==> config.mk <==
export PLATFORM = sky130hd
export DESIGN_NAME = rhcm_ram
export DESIGN_NICKNAME = d
export VERILOG_FILES = /design/src/rtl/core/rhcm_ram.sv
export SDC_FILE = /design/constraint.sdc
export NUM_CORES = 2
export LEC_CHECK = 0
export BUFFER_PORTS_ARGS = -buffer_cell sky130_fd_sc_hd__clkbuf_2
export CAP_MARGIN = 20
export CORE_UTILIZATION = 60
export DETAILED_ROUTE_END_ITERATION = 8
export PLACE_DENSITY = 0.75
export SETUP_SLACK_MARGIN = 0.15
export SLEW_MARGIN = 10
export SYNTH_ARGS = -nofsm -noshare
export SYNTH_HDL_FRONTEND = slang
export SYNTH_SLANG_ARGS = --single-unit
export TNS_END_PERCENT = 50
==> constraint.sdc <==
create_clock -name clk -period 6.4 [get_ports clk]
set_input_delay 0 -clock clk [delete_from_list [all_inputs] [get_ports clk]]
set_output_delay 0 -clock clk [all_outputs]
set_load 0.05 [all_outputs]
==> src/rtl/core/rhcm_ram.sv <==
// Generic single-clock RAM: one write port, one read port, registered read.
// No dependencies.
`default_nettype none

module rhcm_ram #(
    parameter int WIDTH = 8,
    parameter int DEPTH = 256,
    localparam int ADDR_W = $clog2(DEPTH)
) (
    input  logic              clk,
    input  logic              we,
    input  logic [ADDR_W-1:0] waddr,
    input  logic [WIDTH-1:0]  wdata,
    input  logic              re,
    input  logic [ADDR_W-1:0] raddr,
    output logic [WIDTH-1:0]  rdata
);

    logic [WIDTH-1:0] mem [DEPTH];

    always_ff @(posedge clk)
    begin
        if (we)
        begin
            mem[waddr] <= wdata;
        end
        if (re)
        begin
            rdata <= mem[raddr];
        end
    end

endmodule

`default_nettype wire

# Word level (Yosys, flattened, before mapping)
# Memory sizes are Yosys's and may differ from the RTL's. A register that Yosys moved wholly into a read port is not among the register bits.
# Cells that the tools add are included.
dict set report op_classes {
  n_bitwise 0
  div_mod_pow 0
  muxes 2
  n_mul 0
  n_shift 0
  order_cmp 0
  add_sub_neg 0
  n_reduce_logical 0
  n_eq_ne 0
}
# cell n
set ops {}
lappend ops {{$mux W1} 2}
dict set report totals {
  ff_bits 0
  ramBits 2048
  n_memories 1
  out_inout_bits 8
  in_bits 27
  latchBits 0
  word_cells 3
  mem_bits_ro 0
}
# memory depth word_bits read_ports rd_clocked_by_memory_dff write_ports line_no
set mem_list {}
lappend mem_list {mem 256 8 1 1 1 19} ;# logic [WIDTH-1:0] mem [DEPTH];

# Longest topological paths before layout
dict set report logic_depth {
  ltp_word 2
  depth_mapped 11
  ltp_nobuf 6
}

# Worst setup path after synthesis
# Ideal clock, no wire load.
dict set report synth_timing {
  path_type {input to register}
  start {input raddr[0]}
  end {register rdata[2] (read register of mem) (data pin)}
  arrival_time_ns 1.807
  setup_ns 0.269
  t_required_ns 6.131
  slack_ns 4.324
  stages 9
  path_buffers 4
  cell_sequence {buf_6 buf_12 buf_8 buf_2 mux4_2 a22oi_1 a21oi_1 nor4_1 nor4_2}
}
# element line_no
set synth_lines {}
lappend synth_lines {{start, declared} 15} ;# input logic [ADDR_W-1:0] raddr,
lappend synth_lines {{end, declared} 16} ;# output logic [WIDTH-1:0] rdata

# Worst setup path in the final report
dict set report layout_timing {
  start {input waddr[3]}
  end {memory mem[138][5] (enable)}
}
# element line_no
set layout_lines {}
lappend layout_lines {{start, declared} 12} ;# input logic [ADDR_W-1:0] waddr,
lappend layout_lines {{end, declared} 19}
# No word-level cell before the write port.

==> run summary <==
OUTCOME
-----------------------------------------------------------------------------------
Run status ........................................................... finished, violations left
Failing checks ....................................................... negative hold slack

CTS
-----------------------------------------------------------------------------------
Clock tree from TritonCTS ............................................          yes
Number of buffers created by CTS .....................................          191
Sinks on Clock Net ...................................................        2,056
H-tree depth .........................................................            4
Library cell used as clock root buffer ...............................    clkbuf_16
Cells resized by post-CTS repair .....................................            0
Number of hold buffers added after cts ...............................           13
Clock slew at reported path FFs ......................................      0.07 ns
Clock insertion delay at the later pin of the skew report ............      0.82 ns
Post-CTS Setup Repair Bufs ...........................................            0
Number of buffers between clock root and the deepest sink ............            3

PWR
-----------------------------------------------------------------------------------
Switch share .........................................................        0.213
IR Drop Worst-Case VDD ...............................................     0.268 mV
Clock network fraction of design power ...............................        0.403
Part of the total power dissipated in combinational logic ............        0.048
Sequential group share of total power ................................        0.548
Pint .................................................................      21.3 mW
Net load switching power .............................................      5.78 mW
Pwr dens .............................................................   309 mW/mm²
Leakage ..............................................................      26.9 nW

CRITICAL PATH
-----------------------------------------------------------------------------------
Worst reg2reg startpoint .............................................   mem[42][3]
Worst reg-to-reg path cell count .....................................            6
Highest-delay cell along the critical path ...........................      nand3_1
Required time at the worst-slack endpoint ............................      6.84 ns
R2r setup slk ........................................................      3.43 ns
Crit Reg-Reg Endpoint ................................................     rdata[3]
Largest stage delay on the critical path .............................      1.03 ns
Crit-path cells ...................................................... dlygate4sd3_1 -> clkbuf_2 -> nor2b_1 -> nand3_1 -> buf_4 -> nor2_1
CP Launch Type .......................................................   input port
Category of the critical setup timing path ........................... input port to flop
Largest fanout on the critical path ..................................           10
Critical Path AT .....................................................      3.77 ns
Endpoint kind of the worst setup timing path .........................         flop

LOGIC SYNTHESIS
-----------------------------------------------------------------------------------
Total of warnings raised by yosys ....................................            0
Area of the mapped netlist ...........................................   0.0796 mm²
Async S/R FF share, synth ............................................            0
Number of enable-type register cells in the synthesized netlist ......        2,056
Number of instances in the synthesized netlist .......................        3,733
Flops & latches, synth ...............................................        2,056
Primary FF master, synth .............................................     edfxtp_1
Top area cells in the synthesized netlist ............................ edfxtp_1 (78%), mux4_2 (13%), mux2i_1 (1.7%), nor2_1 (1.3%), a22oi_1 (1.3%)
Most used standard cell by instance count after synthesis ............     edfxtp_1
Top-area cell type share of the netlist area .........................        0.775
Post-synth cell types ................................................           54
Portion of the post-synthesis area used by sequential elements .......        0.775
Post-synthesis net count .............................................        3,760
Mean cell area of the mapped netlist .................................     21.3 µm²
Top post-synthesis cells by count .................................... edfxtp_1 (2,056), mux4_2 (454), nor2_1 (282), mux2i_1 (134), a22oi_1 (133)
Yosys top cell by area ...............................................     edfxtp_1

MIN PATH
-----------------------------------------------------------------------------------
Worst Hold Endpoint ..................................................  mem[120][3]
Tightest Hold Check Type ............................................. input port to flop
Critical hold path startpoint ........................................     wdata[3]
Instance count along the most critical hold path .....................            1

FLOORPLANNING
-----------------------------------------------------------------------------------
Initial standard-cell utilization of the core ........................        0.605
Die outline width ....................................................       366 µm
Core Footprint .......................................................    0.132 mm²
Die area .............................................................    0.134 mm²
IO Pins ..............................................................           35
Core Rows ............................................................          133
Die boundary height ..................................................       366 µm

GLOBAL ROUTING
-----------------------------------------------------------------------------------
Wire length of the first global-routing pass .........................   276,000 µm
Via count of the first global-routing pass ...........................       39,300
Aggregate global-route resource usage ................................        0.288
Largest net degree at the start of global routing ....................          209
Initial antenna violation count ......................................           11
Remaining global-route overflow ......................................            0

STA
-----------------------------------------------------------------------------------
RSZ-0062 raised after global routing .................................           no
Post-route clock period utilization ..................................        0.520
Hold_ws ..............................................................   -0.0765 ns
Hold violation total from the final report ...........................           21
Final worst path period need .........................................      3.33 ns
Measured slew at the worst slew-check pin ............................      1.27 ns
Relative max-transition margin .......................................        0.151
Max Freq .............................................................      300 MHz
Number of max-slew violations in the final report ....................            0
Final worst clock skew ...............................................    0.0307 ns
Setup TNS ............................................................         0 ns
Final count of negative-setup-slack endpoints ........................            0

FINISH
-----------------------------------------------------------------------------------
Post-layout utilization of the core ..................................        0.666
Count of placed standard cells in the final layout, fillers left out .        5,748
Finished Cell Area ...................................................   0.0876 mm²
Ratio of cells with drive above 1 in the final layout ................        0.215
Synth-to-layout area growth ..........................................        10.1%
Area used by multi-input combinational logic .........................   0.0165 mm²
Area occupied by registers ...........................................   0.0617 mm²
Fin nets .............................................................        3,855
Count of fill cells added during filler insertion ....................        8,047

DETAILED ROUTING
-----------------------------------------------------------------------------------
Post-route DRC .......................................................            0
Antenna-violating nets left ..........................................            0
Vias per cell ........................................................         6.89
Drt first pass iters .................................................            6
Routed wire per std cell .............................................      33.2 µm
WL final .............................................................   191,000 µm
DR iter-0 viols ......................................................        6,371
Count of vias placed by the detailed router ..........................       39,600

PLACED DESIGN
-----------------------------------------------------------------------------------
Routability cong. ....................................................        0.845
Dpl cell area ........................................................   0.0815 mm²
Number of placed instances, taps included ............................        5,377
Estimated wirelength of the detail-placed design .....................   113,000 µm
Count of input and output buffers ....................................           34

JOB
-----------------------------------------------------------------------------------
# Max-Cap Violations .................................................            0

==> final cells by class <==
class / count / share of cell area
inverter: 2 / 0.0000857
clock inverter: 110 / 0.00999
antenna: 7 / 0.000200
multi-input combinational: 1442 / 0.188
timing repair buffer: 135 / 0.0140
clock buffer: 241 / 0.0579
tap: 1755 / 0.0251
sequential: 2056 / 0.704
==> power groups by stage <==
| stage | sequential [mW] | clock, mW | combinational (mW) |
|---|---|---|---|
| after global placement | 15.2 | 0 | 1.26 |
| after detailed placement | 15.2 | 0 | 1.29 |
| after CTS | 14.9 | 11.0 | 1.30 |
| after floorplan | 15.2 | 0 | 0.721 |
| final | 14.9 | 10.9 | 1.31 |
| after global routing | 14.9 | 11.5 | 1.36 |
==> worst max-delay path: cells and delay by family <==
family / cells / cell delay [ns]
simple gates: 3 / 2.25
buf+inv: 3 / 1.51
==> registers in the layout (all words and copies together) (netlist names) <==
signal / count
rdata: 8
mem: 2048
==> layout by cell type (no fill, tap or decap), types with 11 or more instances in the layout <==
cell              n
clkbuf_16       196
buf_12           14
edfxtp_1       2056
clkbuf_1         45
nor2_1          279
clkbuf_2         22
clkinv_1         51
nor4_1           20
nor2b_1          28
nand2_1          33
nand3_1          34
a211oi_1         16
clkinv_2         30
nor3_1           22
o22ai_1          28
buf_4            71
dlygate4sd3_1    13
a22oi_1         133
o221ai_1         46
mux2i_1         134
bufinv_16        11
mux4_2          454
a221oi_1         13
a21oi_1          96
==> worst max-delay path by stage <==
stage | startpoint | end | slack (ns) | cells past startpoint
final | waddr[3] | mem[138][5] | 3.07 | 6
after global routing | raddr[0] | rdata[2] | 3.10 | 8
after CTS | waddr[3] | mem[138][3] | 3.26 | 6
after detailed placement | raddr[1] | rdata[2] | 2.52 | 9
after global placement | raddr[0] | rdata[6] | 2.08 | 8
after floorplan | raddr[0] | rdata[2] | 4.32 | 9
==> routing by layer <==
| layer | wire length (µm) | up-vias | part of all wire | global-route usage |
|---|---|---|---|---|
| met2 | 90300 | 2723 | 0.47 | 0.443 |
| met4 | 7850 | 6 | 0.041 | 0.116 |
| met5 | 41 | - | 0.00021 | 0 |
| met1 | 70900 | 20600 | 0.37 | 0.410 |
| li1 | - | 15900 | - | - |
| met3 | 22000 | 406 | 0.12 | 0.0638 |
==> kinds of logic (layout without fill, tap and decap cells) <==
family / Yosys count / count (layout) / synth area share
buf+inv: 235 / 488 / 0.0183
flops: 2056 / 2056 / 0.775
compound gates: 385 / 385 / 0.0342
simple gates: 466 / 466 / 0.0263
other cells: 0 / 7 / 0
mux: 591 / 591 / 0.146
==> per-stage QoR <==
stage | power [mW] | hold slack (ns) | setup WS, ns
after floorplan | 15.9 | 0.0989 | 4.32
after CTS | 27.2 | 0.0169 | 3.26
final | 27.1 | -0.0765 | 3.07
after global placement | 16.4 | 0.490 | 2.08
after detailed placement | 16.5 | 0.512 | 2.52
after global routing | 27.7 | 0.0314 | 3.10
Note: power is estimated with default switching activity, not from simulation.
